--- src/rtl/core/mms_pkg.sv ---
// ---------------------------------------------------------------------------
// mms_pkg
// Field layout, register indexes and fixed constants of the scheduler.
// ---------------------------------------------------------------------------
package mms_pkg;

    localparam int MACHINE_W  = 3;
    localparam int FIELD_TW   = 32;
    localparam int RATIO_W    = 17;
    localparam int FRAC_W     = 16;

    typedef logic [RATIO_W-1:0] ratio_t;

    // Q1.16 value of one
    localparam ratio_t QONE = ratio_t'(65536);

    // configuration port
    localparam int CFG_ADDR_W = 2;
    localparam int CFG_DATA_W = RATIO_W;

    localparam logic [CFG_ADDR_W-1:0] CFG_RATIO_LOW  = 2'd0;
    localparam logic [CFG_ADDR_W-1:0] CFG_RATIO_HIGH = 2'd1;

    localparam ratio_t RATIO_LOW_RST  = ratio_t'(39322);
    localparam ratio_t RATIO_HIGH_RST = ratio_t'(58982);

    // input tdata: machine_index, exec_time, dep_ready
    localparam int S_IDX_LSB  = 0;
    localparam int S_EXEC_LSB = S_IDX_LSB + MACHINE_W;
    localparam int S_DEP_LSB  = S_EXEC_LSB + FIELD_TW;
    localparam int S_TDATA_W  = 72;

    // output tdata: chosen_machine, completion_time, execution_time, mode_after
    localparam int M_IDX_LSB  = 0;
    localparam int M_COMP_LSB = M_IDX_LSB + MACHINE_W;
    localparam int M_EXEC_LSB = M_COMP_LSB + FIELD_TW;
    localparam int M_MODE_BIT = M_EXEC_LSB + FIELD_TW;
    localparam int M_TDATA_W  = 72;

endpackage

--- src/rtl/core/mms_ram.sv ---
// ---------------------------------------------------------------------------
// mms_ram
// Generic single-port-write, single-port-read RAM with registered read.
// ---------------------------------------------------------------------------
module mms_ram #(
    parameter int WIDTH = 32,
    parameter int DEPTH = 8,
    localparam int AW   = (DEPTH > 1) ? $clog2(DEPTH) : 1
) (
    input  logic             clk,
    input  logic             we,
    input  logic [AW-1:0]    waddr,
    input  logic [WIDTH-1:0] wdata,
    input  logic             re,
    input  logic [AW-1:0]    raddr,
    output logic [WIDTH-1:0] rdata
);

    logic [WIDTH-1:0] mem [0:DEPTH-1];

    always_ff @(posedge clk) begin
        if (we) begin
            mem[waddr] <= wdata;
        end
        if (re) begin
            rdata <= mem[raddr];
        end
    end

endmodule

--- src/rtl/core/mct_met_switching_scheduler.sv ---
// ---------------------------------------------------------------------------
// mct_met_switching_scheduler
// MCT/MET switching task-to-machine scheduler with RAM-held ready times.
// ---------------------------------------------------------------------------
// One transfer per machine describes a task; the transfer with tlast closes
// it and yields one result. Machine ready times sit in a registered-read RAM
// with a reset-cleared valid bit per entry, so no clearing pass is run. A
// transfer without tlast goes through a RAM read, then evaluate. A transfer
// with tlast that finds an allowed machine runs evaluate, write back, a sweep
// through the RAM for min/max ready time, the high and low products of the
// shared threshold multiplier, a mode decision and the result load before
// the next transfer is taken; with no allowed machine it goes from evaluate
// to the result load. The result load waits for as long as the previous
// result is still held by the receiver. The result waits in an output
// register while new transfers are accepted. initial_mode only acts through
// reset, which returns it to MCT, so a write to it has no effect.
// ---------------------------------------------------------------------------
module mct_met_switching_scheduler
    import mms_pkg::*;
#(
    parameter int MACHINES  = 8,
    parameter int TIME_BITS = 32
) (
    input  logic                  aclk,
    input  logic                  aresetn,

    input  logic                  cfg_wr_en,
    input  logic [CFG_ADDR_W-1:0] cfg_addr,
    input  logic [CFG_DATA_W-1:0] cfg_wdata,

    input  logic                  s_tvalid,
    output logic                  s_tready,
    // machine_index[2:0], exec_time[34:3], dep_ready[66:35], zero fill
    input  logic [S_TDATA_W-1:0]  s_tdata,
    // machine_allowed[0]
    input  logic [0:0]            s_tuser,
    input  logic                  s_tlast,

    output logic                  m_tvalid,
    input  logic                  m_tready,
    // chosen_machine[2:0], completion_time[34:3], execution_time[66:35],
    // mode_after[67], zero fill
    output logic [M_TDATA_W-1:0]  m_tdata,
    // no_valid_machine[0]
    output logic [0:0]            m_tuser
);

    localparam int TW  = TIME_BITS;
    localparam int AW  = (MACHINES > 1) ? $clog2(MACHINES) : 1;
    localparam int IXW = AW + MACHINE_W;
    localparam int CW  = $clog2(MACHINES + 1);
    localparam int PW  = TW + RATIO_W;

    localparam logic [2:0] ST_IDLE   = 3'd0;
    localparam logic [2:0] ST_EVAL   = 3'd1;
    localparam logic [2:0] ST_COMMIT = 3'd2;
    localparam logic [2:0] ST_SWEEP  = 3'd3;
    localparam logic [2:0] ST_MUL_HI = 3'd4;
    localparam logic [2:0] ST_MUL_LO = 3'd5;
    localparam logic [2:0] ST_DECIDE = 3'd6;
    localparam logic [2:0] ST_DONE   = 3'd7;

    logic [2:0]           state_reg;
    ratio_t               ratio_low_reg;
    ratio_t               ratio_high_reg;
    logic                 mode_reg;

    logic                 item_ok_reg;
    logic [MACHINE_W-1:0] item_idx_reg;
    logic [TW-1:0]        item_ex_reg;
    logic [TW-1:0]        item_dep_reg;
    logic                 item_last_reg;

    logic                 best_found_reg;
    logic [MACHINE_W-1:0] best_machine_reg;
    logic [TW-1:0]        best_comp_reg;
    logic [TW-1:0]        best_exec_reg;

    logic [MACHINES-1:0]  valid_reg;
    logic                 rd_valid_reg;
    logic [CW-1:0]        sweep_cnt_reg;
    logic                 sweep_pend_reg;
    logic [TW-1:0]        lo_reg;
    logic [TW-1:0]        hi_reg;
    logic [PW-1:0]        prod_reg;
    logic                 met_hit_reg;

    logic                 m_tvalid_reg;
    logic [M_TDATA_W-1:0] m_tdata_reg;
    logic                 m_tuser_reg;

    logic                 s_accept;
    logic [IXW-1:0]       in_idx_wide;
    logic                 in_range;
    logic [IXW-1:0]       best_idx_wide;
    logic                 sweep_issue;
    logic                 ram_we;
    logic                 ram_re;
    logic [AW-1:0]        ram_raddr;
    logic [AW-1:0]        ram_waddr;
    logic [TW-1:0]        ram_rdata;
    logic [TW-1:0]        rt_eff;
    logic [TW-1:0]        start_time;
    logic [TW:0]          sum_time;
    logic [TW-1:0]        comp_time;
    logic                 take;
    logic                 out_free;
    logic [PW-1:0]        lo_scaled;
    logic [PW-1:0]        mul_a;
    logic [M_TDATA_W-1:0] result_data;

    assign s_tready = (state_reg == ST_IDLE);
    assign s_accept = s_tvalid && s_tready;
    assign m_tvalid = m_tvalid_reg;
    assign m_tdata  = m_tdata_reg;
    assign m_tuser  = m_tuser_reg;

    assign in_idx_wide   = IXW'(s_tdata[S_IDX_LSB +: MACHINE_W]);
    assign in_range      = in_idx_wide < IXW'(MACHINES);
    assign best_idx_wide = IXW'(best_machine_reg);
    assign sweep_issue   = (state_reg == ST_SWEEP) && (sweep_cnt_reg < CW'(MACHINES));

    assign ram_re    = s_accept || sweep_issue;
    assign ram_raddr = (state_reg == ST_IDLE) ? in_idx_wide[AW-1:0] : sweep_cnt_reg[AW-1:0];
    assign ram_we    = (state_reg == ST_COMMIT);
    assign ram_waddr = best_idx_wide[AW-1:0];

    mms_ram #(
        .WIDTH (TW),
        .DEPTH (MACHINES)
    ) u_ready_ram (
        .clk   (aclk),
        .we    (ram_we),
        .waddr (ram_waddr),
        .wdata (best_comp_reg),
        .re    (ram_re),
        .raddr (ram_raddr),
        .rdata (ram_rdata)
    );

    assign rt_eff     = rd_valid_reg ? ram_rdata : '0;
    assign start_time = (item_dep_reg > rt_eff) ? item_dep_reg : rt_eff;
    assign sum_time   = {1'b0, start_time} + {1'b0, item_ex_reg};
    assign comp_time  = sum_time[TW] ? '1 : sum_time[TW-1:0];

    assign take = item_ok_reg &&
                  (!best_found_reg ||
                   (!mode_reg && (comp_time < best_comp_reg)) ||
                   (mode_reg && (item_ex_reg < best_exec_reg)));

    assign out_free  = !m_tvalid_reg || m_tready;
    assign lo_scaled = PW'({lo_reg, {FRAC_W{1'b0}}});
    assign mul_a     = (state_reg == ST_MUL_HI) ? PW'(ratio_high_reg) : PW'(ratio_low_reg);

    always_comb begin
        result_data = '0;
        if (best_found_reg) begin
            result_data[M_IDX_LSB +: MACHINE_W] = best_machine_reg;
            result_data[M_COMP_LSB +: FIELD_TW] = FIELD_TW'(best_comp_reg);
            result_data[M_EXEC_LSB +: FIELD_TW] = FIELD_TW'(best_exec_reg);
        end
        result_data[M_MODE_BIT] = mode_reg;
    end

    always_ff @(posedge aclk) begin
        if (!aresetn) begin
            ratio_low_reg  <= RATIO_LOW_RST;
            ratio_high_reg <= RATIO_HIGH_RST;
        end else if (cfg_wr_en) begin
            if (cfg_addr == CFG_RATIO_LOW) begin
                ratio_low_reg <= cfg_wdata;
            end
            if (cfg_addr == CFG_RATIO_HIGH) begin
                ratio_high_reg <= cfg_wdata;
            end
        end
    end

    always_ff @(posedge aclk) begin
        if (ram_re) begin
            rd_valid_reg <= valid_reg[ram_raddr];
        end

        if (s_accept) begin
            item_ok_reg   <= s_tuser[0] && in_range;
            item_idx_reg  <= s_tdata[S_IDX_LSB +: MACHINE_W];
            item_ex_reg   <= TW'(s_tdata[S_EXEC_LSB +: FIELD_TW]);
            item_dep_reg  <= TW'(s_tdata[S_DEP_LSB +: FIELD_TW]);
            item_last_reg <= s_tlast;
        end

        if ((state_reg == ST_EVAL) && take) begin
            best_machine_reg <= item_idx_reg;
            best_comp_reg    <= comp_time;
            best_exec_reg    <= item_ex_reg;
        end

        unique case (state_reg)
            ST_COMMIT: begin
                lo_reg <= '1;
                hi_reg <= '0;
            end
            ST_SWEEP: begin
                if (sweep_pend_reg) begin
                    if (rt_eff < lo_reg) begin
                        lo_reg <= rt_eff;
                    end
                    if (rt_eff > hi_reg) begin
                        hi_reg <= rt_eff;
                    end
                end
            end
            ST_MUL_HI: begin
                prod_reg <= mul_a * PW'(hi_reg);
            end
            ST_MUL_LO: begin
                met_hit_reg <= (ratio_high_reg <= QONE) && (lo_scaled >= prod_reg);
                prod_reg    <= mul_a * PW'(hi_reg);
            end
            default: begin
            end
        endcase

        if ((state_reg == ST_DONE) && out_free) begin
            m_tdata_reg <= result_data;
            m_tuser_reg <= !best_found_reg;
        end
    end

    always_ff @(posedge aclk) begin
        if (!aresetn) begin
            state_reg      <= ST_IDLE;
            mode_reg       <= 1'b0;
            best_found_reg <= 1'b0;
            valid_reg      <= '0;
            sweep_cnt_reg  <= '0;
            sweep_pend_reg <= 1'b0;
            m_tvalid_reg   <= 1'b0;
        end else begin
            if ((state_reg == ST_DONE) && out_free) begin
                m_tvalid_reg <= 1'b1;
            end else if (m_tready) begin
                m_tvalid_reg <= 1'b0;
            end

            unique case (state_reg)
                ST_IDLE: begin
                    if (s_accept) begin
                        state_reg <= ST_EVAL;
                    end
                end
                ST_EVAL: begin
                    if (take) begin
                        best_found_reg <= 1'b1;
                    end
                    if (!item_last_reg) begin
                        state_reg <= ST_IDLE;
                    end else if (best_found_reg || take) begin
                        state_reg <= ST_COMMIT;
                    end else begin
                        state_reg <= ST_DONE;
                    end
                end
                ST_COMMIT: begin
                    valid_reg[ram_waddr] <= 1'b1;
                    sweep_cnt_reg        <= '0;
                    sweep_pend_reg       <= 1'b0;
                    state_reg            <= ST_SWEEP;
                end
                ST_SWEEP: begin
                    sweep_pend_reg <= sweep_issue;
                    if (sweep_issue) begin
                        sweep_cnt_reg <= sweep_cnt_reg + CW'(1);
                    end else if (!sweep_pend_reg) begin
                        state_reg <= ST_MUL_HI;
                    end
                end
                ST_MUL_HI: begin
                    state_reg <= ST_MUL_LO;
                end
                ST_MUL_LO: begin
                    state_reg <= ST_DECIDE;
                end
                ST_DECIDE: begin
                    if (hi_reg != '0) begin
                        if (met_hit_reg) begin
                            mode_reg <= 1'b1;
                        end else if ((ratio_low_reg > QONE) || (lo_scaled <= prod_reg)) begin
                            mode_reg <= 1'b0;
                        end
                    end
                    state_reg <= ST_DONE;
                end
                ST_DONE: begin
                    if (out_free) begin
                        best_found_reg <= 1'b0;
                        state_reg      <= ST_IDLE;
                    end
                end
                default: begin
                    state_reg <= ST_IDLE;
                end
            endcase
        end
    end

endmodule

--- config.mk ---
export PLATFORM = sky130hd
export DESIGN_NAME = mct_met_switching_scheduler
export DESIGN_NICKNAME = d
export VERILOG_FILES = /design/src/rtl/core/mms_pkg.sv /design/src/rtl/core/mms_ram.sv /design/src/rtl/core/mct_met_switching_scheduler.sv
export SDC_FILE = /design/constraint.sdc
export NUM_CORES = 2
export LEC_CHECK = 0
export BUFFER_PORTS_ARGS = -buffer_cell sky130_fd_sc_hd__buf_2
export CAP_MARGIN = 5
export CORE_MARGIN = 8
export CORE_UTILIZATION = 30
export DETAILED_ROUTE_END_ITERATION = 12
export HOLD_SLACK_MARGIN = 0.08
export PLACE_DENSITY = 0.46
export SETUP_SLACK_MARGIN = 0.05
export SYNTH_ARGS = -nofsm -noshare
export SYNTH_HDL_FRONTEND = slang
export SYNTH_SLANG_ARGS = --single-unit
--- constraint.sdc ---
create_clock -name aclk -period 10.2 [get_ports aclk]
set_input_delay 2.04 -clock aclk [delete_from_list [all_inputs] [get_ports aclk]]
set_output_delay 2.04 -clock aclk [all_outputs]
set_load 0.03 [all_outputs]
# Yosys cells after proc, flatten, opt, wreduce, memory -nomap -nowiden
# Memory sizes are Yosys's and may differ from the RTL's. A register that Yosys moved wholly into a read port is not among the register bits.
# Index checks and enable logic that the tools add are counted.
[totals]
wordCells = 130
register_bits = 373
ramBits = 256
memories = 1
[classes]
reduce_logical = 35
multipliers = 1
bitwise_logic = 1
addsub = 2
magnitude_cmp = 14
muxes = 34
eq_ne = 17
[memory_table]
columns = ["memory", "words", "width", "read_ports", "rd_clocked_by_memory_dff", "write_ports", "line_no", "source"]
rows = [
  ["u_ready_ram.mem", 8, 32, 1, 1, 1, "mms_ram.sv:19", "logic [WIDTH-1:0] mem [0:DEPTH-1];"],
]
[op_table]
columns = ["op", "count"]
rows = [
  ["2-to-1 mux 32 bit", 7],
  ["one-hot mux 32 bit (2 select lines)", 2],
  ["< comparator 32 bit", 3],
  ["greater-than comparator 32 bit", 2],
  ["greater-or-equal comparator 48 x 49 -> 1 bit", 1],
  ["less-or-equal comparator 48 x 49 -> 1 bit", 1],
  ["multiplier 17 x 32 -> 49 bit", 1],
  ["adder 32 x 32 -> 33 bit", 1],
  ["nonzero test 32 bit", 1],
  ["one-hot mux 3 bit (8 select lines)", 1],
  ["2-to-1 mux 3 bit", 7],
  ["greater-than comparator 17 bit, second input constant", 1],
  ["less-or-equal comparator 17 bit, second input constant", 1],
  ["2-to-1 mux 17 bit", 1],
  ["equality test 3 bit, second input constant", 4],
  ["< comparator 3 x 4 -> 1 bit, second input constant", 3],
  ["!= test 2 bit, second input constant", 6],
  ["AND reduction 3 bit", 4],
  ["logical AND 1 bit", 10],
  ["2-to-1 mux 1 bit", 10],
  ["bitwise OR 8 bit", 1],
  ["one-hot mux 4 bit (2 select lines)", 1],
  ["nonzero test 2 bit", 4],
  ["equality test 3 x 2 -> 1 bit, second input constant", 2],
  ["17 further kinds", 29],
]

# Longest topological paths before layout
[depth]
word_depth = 14
ltp_mapped = 37
depth_no_buf = 34

# Cells and area by module
# From an unflattened synthesis, not the netlist that was laid out.
[hier_totals]
cells_unflattened = 4163
area_unflattened_um2 = 47236.6
[by_module_without_submodules]
columns = ["module", "area_each_um2", "cells_per_inst", "n_inst", "seq_area_each_um2"]
rows = [
  ["mct_met_switching_scheduler", 36450.0, 3748, 1, 10670.2],
  ["mms_ram", 10786.6, 415, 1, 8648.3],
]

# Worst setup path before layout
# OpenSTA, ideal clock, no wires.
[synth_path]
path_type = "reg-to-reg"
from = "register state_reg[1]"
to = "register prod_reg[34] (data pin)"
period_less_slack_ns = 9.732
stages_incl_launch_ff = 26
n_path_buf = 4
slack_ns = 0.468
t_arrival_ns = 9.459
path_cell_list = "dfxtp_1 > clkbuf_1 > nor2b_1 > and2_1 > clkbuf_1 > buf_2 > mux2i_1 > clkbuf_1 > nor2_1 > fa_1 > inv_1 > fa_1 > fa_1 > fa_1 > fa_1 > inv_1 > fa_1 > ha_1 > a2111oi_4 > a21oi_2 > a2111o_1 > o21ai_0 > o21ai_1 > a21oi_2 > mux2i_1 > o2111ai_1"
[synth_via]
elab_chain_cells = 3
[synth_lines]
columns = ["item", "line_no", "source"]
rows = [
  ["start: declaration", "mct_met_switching_scheduler.sv:63", "logic [2:0] state_reg;"],
  ["start signal: assignment", "mct_met_switching_scheduler.sv:232", "state_reg <= ST_IDLE;"],
  ["start signal: assignment", "mct_met_switching_scheduler.sv:249", "state_reg <= ST_EVAL;"],
  ["start signal: assignment", "mct_met_switching_scheduler.sv:257", "state_reg <= ST_IDLE;"],
  ["equality test 3 bit", "mct_met_switching_scheduler.sv:153, mct_met_switching_scheduler.sv:198", ""],
  ["2-to-1 mux 17 bit", "mct_met_switching_scheduler.sv:153", "assign mul_a = (state_reg == ST_MUL_HI) ? PW'(ratio_high_reg) : PW'(ratio_low_reg);"],
  ["multiplier 17 x 32 -> 49 bit", "mct_met_switching_scheduler.sv:214, mct_met_switching_scheduler.sv:218", ""],
  ["end signal: assignment", "mct_met_switching_scheduler.sv:214", "prod_reg <= mul_a * PW'(hi_reg);"],
  ["end signal: assignment", "mct_met_switching_scheduler.sv:218", "prod_reg <= mul_a * PW'(hi_reg);"],
  ["end: declaration", "mct_met_switching_scheduler.sv:85", "logic [PW-1:0] prod_reg;"],
]
# No other way between the ends.
# A chain may end at the register's enable or synchronous reset.

# Final worst setup path
[layout_path]
from = "register rd_valid_reg"
to = "register best_comp_reg[16], enable pin"
[layout_via]
elab_chain_cells = 11
[layout_lines]
columns = ["item", "line_no", "source"]
rows = [
  ["start: declaration", "mct_met_switching_scheduler.sv:80", "logic rd_valid_reg;"],
  ["start signal: assignment", "mct_met_switching_scheduler.sv:181", "rd_valid_reg <= valid_reg[ram_raddr];"],
  ["2-to-1 mux 32 bit (*)", "mct_met_switching_scheduler.sv:141", "assign rt_eff = rd_valid_reg ? ram_rdata : '0;"],
  ["via rt_eff[25]", "mct_met_switching_scheduler.sv:102", "logic [TW-1:0] rt_eff;"],
  ["greater-than comparator 32 bit", "mct_met_switching_scheduler.sv:142", "assign start_time = (item_dep_reg > rt_eff) ? item_dep_reg : rt_eff;"],
  ["2-to-1 mux 32 bit (*)", "mct_met_switching_scheduler.sv:142", ""],
  ["adder 32 x 32 -> 33 bit (*)", "mct_met_switching_scheduler.sv:143", "assign sum_time = {1'b0, start_time} + {1'b0, item_ex_reg};"],
  ["2-to-1 mux 32 bit (*)", "mct_met_switching_scheduler.sv:144", "assign comp_time = sum_time[TW] ? '1 : sum_time[TW-1:0];"],
  ["via comp_time[19]", "mct_met_switching_scheduler.sv:105", "logic [TW-1:0] comp_time;"],
  ["< comparator 32 bit (*)", "mct_met_switching_scheduler.sv:148", "(!mode_reg && (comp_time < best_comp_reg)) ||"],
  ["logical AND 1 bit (*)", "mct_met_switching_scheduler.sv:148", ""],
  ["logical OR 1 bit (*)", "mct_met_switching_scheduler.sv:147", "(!best_found_reg ||"],
  ["logical OR 1 bit (*)", "mct_met_switching_scheduler.sv:148", ""],
  ["logical AND 1 bit (*)", "mct_met_switching_scheduler.sv:146", "assign take = item_ok_reg &&"],
  ["logical AND 1 bit (*)", "mct_met_switching_scheduler.sv:192", "if ((state_reg == ST_EVAL) && take) begin"],
  ["end signal: assignment", "mct_met_switching_scheduler.sv:194", "best_comp_reg <= comp_time;"],
  ["end: declaration", "mct_met_switching_scheduler.sv:76", "logic [TW-1:0] best_comp_reg;"],
]
# Mark *: on every way through the listed nets, which the timed path passes. The rest lies on a longest branch.

==> impl_metrics.yaml <==
global_route:
  grt_pass1_wl_um: 208800
  grt.busiest_layer: "met2"
  gr-usage-met3: 0.02121
  grt.total_usage: 0.1620
  grt_pass1_vias: 32420
  grt_use_met1: 0.2295
  grt_antenna_before_repair: 6
  grt_max_degree: 65
  overflow: 0
  met2_usage: 0.2630
worst_setup_path:
  crit_slowest_cell: "or4_1"
  cp.required_ns: 10.50
  cp.arrival_ns: 9.34
  rrSetupSlack_ns: 1.17
  cp_max_fo: 52
  cp_common_cell: "o21ai_0"
  worstSetupPathType: "flip-flop to flip-flop"
  startpoint_type: "flip-flop"
  critPathMaxStageDelay_ns: 0.56
  endpoint_kind: "flip-flop"
sta:
  post-route-period-util: 0.8856
  max_slew.worst_pin.slew_ns: 1.144
  rsz0062_at_grt: "no"
  finalSetupViolations: 0
  slew_viol_final: 0
  fmaxAchievable_ghz: 0.1107
  min_period_ns: 9.034
  hold_viol: 0
  relSlewSlack: 0.2355
  fin_worst_skew_ns: 0.03263
  fin_tns_setup_ns: 0
logic_synthesis:
  synth-seq-cells: 661
  synth-edff-count: 608
  yosysTopAreaCellShare: 0.3892
  ys_seq_area_frac: 0.4119
  syn_area_um2: 46900
  async_reset_ff_frac: 0
  syn_inst: 4111
  syn_avg_cell_area_um2: 11.41
  synth_top_cell_by_area: "edfxtp_1"
  synth.yosys.warnings: 0
  synth.distinct_cells: 75
  synthFlopType: "edfxtp_1"
  ys_top_cells_by_area: "edfxtp_1 39%, fa_1 19%, ha_1 9.2%"
drt:
  first_pass_iters: 5
  via_per_inst: 4.757
  vias: 30290
  drt-initial-drc-count: 1870
  routed_wl_um: 136600
  drc: 0
  ant_nets: 0
  routedWlPerCell_um: 21.46
clock_network:
  post_cts_buffers: 0
  clk_latency_ns: 0.66
  cts_buffers: 73
  clock-root-buffer: "clkbuf_16"
  cts-htree-levels: 3
  clkSlewWorstSetupHoldPaths_ns: 0.06
  cts_resized: 0
  clock_path_buffers: 3
  cts_tree: "yes"
  clock-sinks: 661
  hold_buffers: 0
placement:
  finalWeightedCongestion: 0.8431
  io_buffer_count: 163
  dp_hpwl_um: 102600
final_layout:
  nets: 5143
  area_growth_syn_to_layout_pct: 12.44
  fill_cells: 15750
  seq_area_um2: 19320
  largest_reg_flops: 256
  layout-drive-gt1-share: 0.1238
  multi_input_area_um2: 24620
floorplan:
  die-height_um: 411.4
  start_util: 0.3013
  rows: 145
  ios: 173
  placeableCoreArea_um2: 155700
  die_x_um: 411.4
  die_area_um2: 169300
run_status:
  status: "finished clean"
run:
  drv_cap: 0
hold_path:
  worstHoldPathType: "flip-flop to flip-flop"
==> cells in the final DEF (no fill, tap or decap), types with 53 or more instances in the layout <==
cell type | netlist | final
o21ai_0 | 76 | 76
edfxtp_1 | 608 | 608
buf_4 | 4 | 66
and2_1 | 98 | 97
inv_1 | 664 | 663
nand2_1 | 573 | 573
dfxtp_1 | 53 | 53
mux2_2 | 79 | 79
mux4_2 | 66 | 66
nor2_1 | 256 | 252
a21oi_1 | 111 | 110
buf_2 | 12 | 163
ha_1 | 345 | 345
fa_1 | 450 | 450
clkbuf_16 | 0 | 75
a21o_1 | 73 | 73
==> per-stage QoR <==
stage	hold WS [ns]	util	instance area [um^2]	instances	setup slack [ns]
finish	0.4242	0.3388	52740	6367	1.166
detailed placement	0.4136	0.3235	50360	6233	1.110
CTS	0.4302	0.3388	52740	6365	1.086
global placement	0.4166	0.3235	50360	6233	1.124
floorplan	0.4003	-	46920	4114	0.4678
global route	0.4507	0.3388	52740	6365	0.5260
==> routing by layer <==
metal,vias to the layer above,share of wire
li1,13980,-
met1,15490,0.47
met2,673,0.46
met3,141,0.043
met4,0,0.022
met5,-,0
==> kinds of logic (layout without fill, tap and decap cells) <==
logic type                 after synthesis  in the layout  share of synthesized area
other                                    1              6                 0.00007995
buffers and inverters                  834           1027                    0.06738
muxes                                  156            156                    0.05300
adders and majority gates              795            795                     0.2841
DFF                                    661            661                     0.4119
AOI/OAI and AO/OA                      430            430                    0.06095
and+or+nand+nor                       1175           1175                     0.1116
xor gates and xnor gates                59             59                    0.01102
==> synthesized netlist by cell type (all sizes together) (3+ instances only) <==
cell     number
a2111o        3
a2111oi       8
a211o         7
a211oi       19
a21boi       23
a21o         73
a21oi       114
a31o          3
a31oi        10
and2         98
and3          9
and4          6
buf          30
clkbuf      140
dfxtp        53
edfxtp      608
fa          450
ha          345
inv         664
mux2         79
mux2i        11
mux4         66
nand2       573
nand2b       27
nand3        52
nand3b        6
nand4        36
nor2        256
nor2b        27
nor3         35
nor3b         5
nor4         23
o2111ai       4
o211ai       15
o21a         33
o21ai        81
o21bai       11
o31a          3
or2           4
or3           5
or4           6
xnor2        39
xor2         20
==> area by class of cell <==
type                    instances  area share
diodes                          2  0.00009489
clock buffers                  88     0.03670
clock inverters                44    0.008351
inverters                     664     0.04726
multi-input cells            2619      0.4669
flip-flops and latches        661      0.3663
well taps                    2058     0.04882
repair buffers                231     0.02562
==> path summary, 6_finish.rpt <==
kind                    from                   to  cells after the start
max reg2reg     rd_valid_reg    best_comp_reg[16]                     34
max             rd_valid_reg    best_comp_reg[16]                     34
min reg2reg  item_idx_reg[2]  best_machine_reg[2]                      0
min          item_idx_reg[2]  best_machine_reg[2]                      0
==> critical path: cells and delay by family (launching register included) <==
family                     cells  cell delay [ns]
buffers and inverters          5             1.14
AOI/OAI and AO/OA             19             3.99
muxes                          1             0.37
adders and majority gates      3             0.96
and+or+nand+nor                6             1.53
DFF                            1             0.55
Power is left out: the tool's default activity adds up to more than one toggle a clock period on the data nets, which glitch-free logic cannot reach.
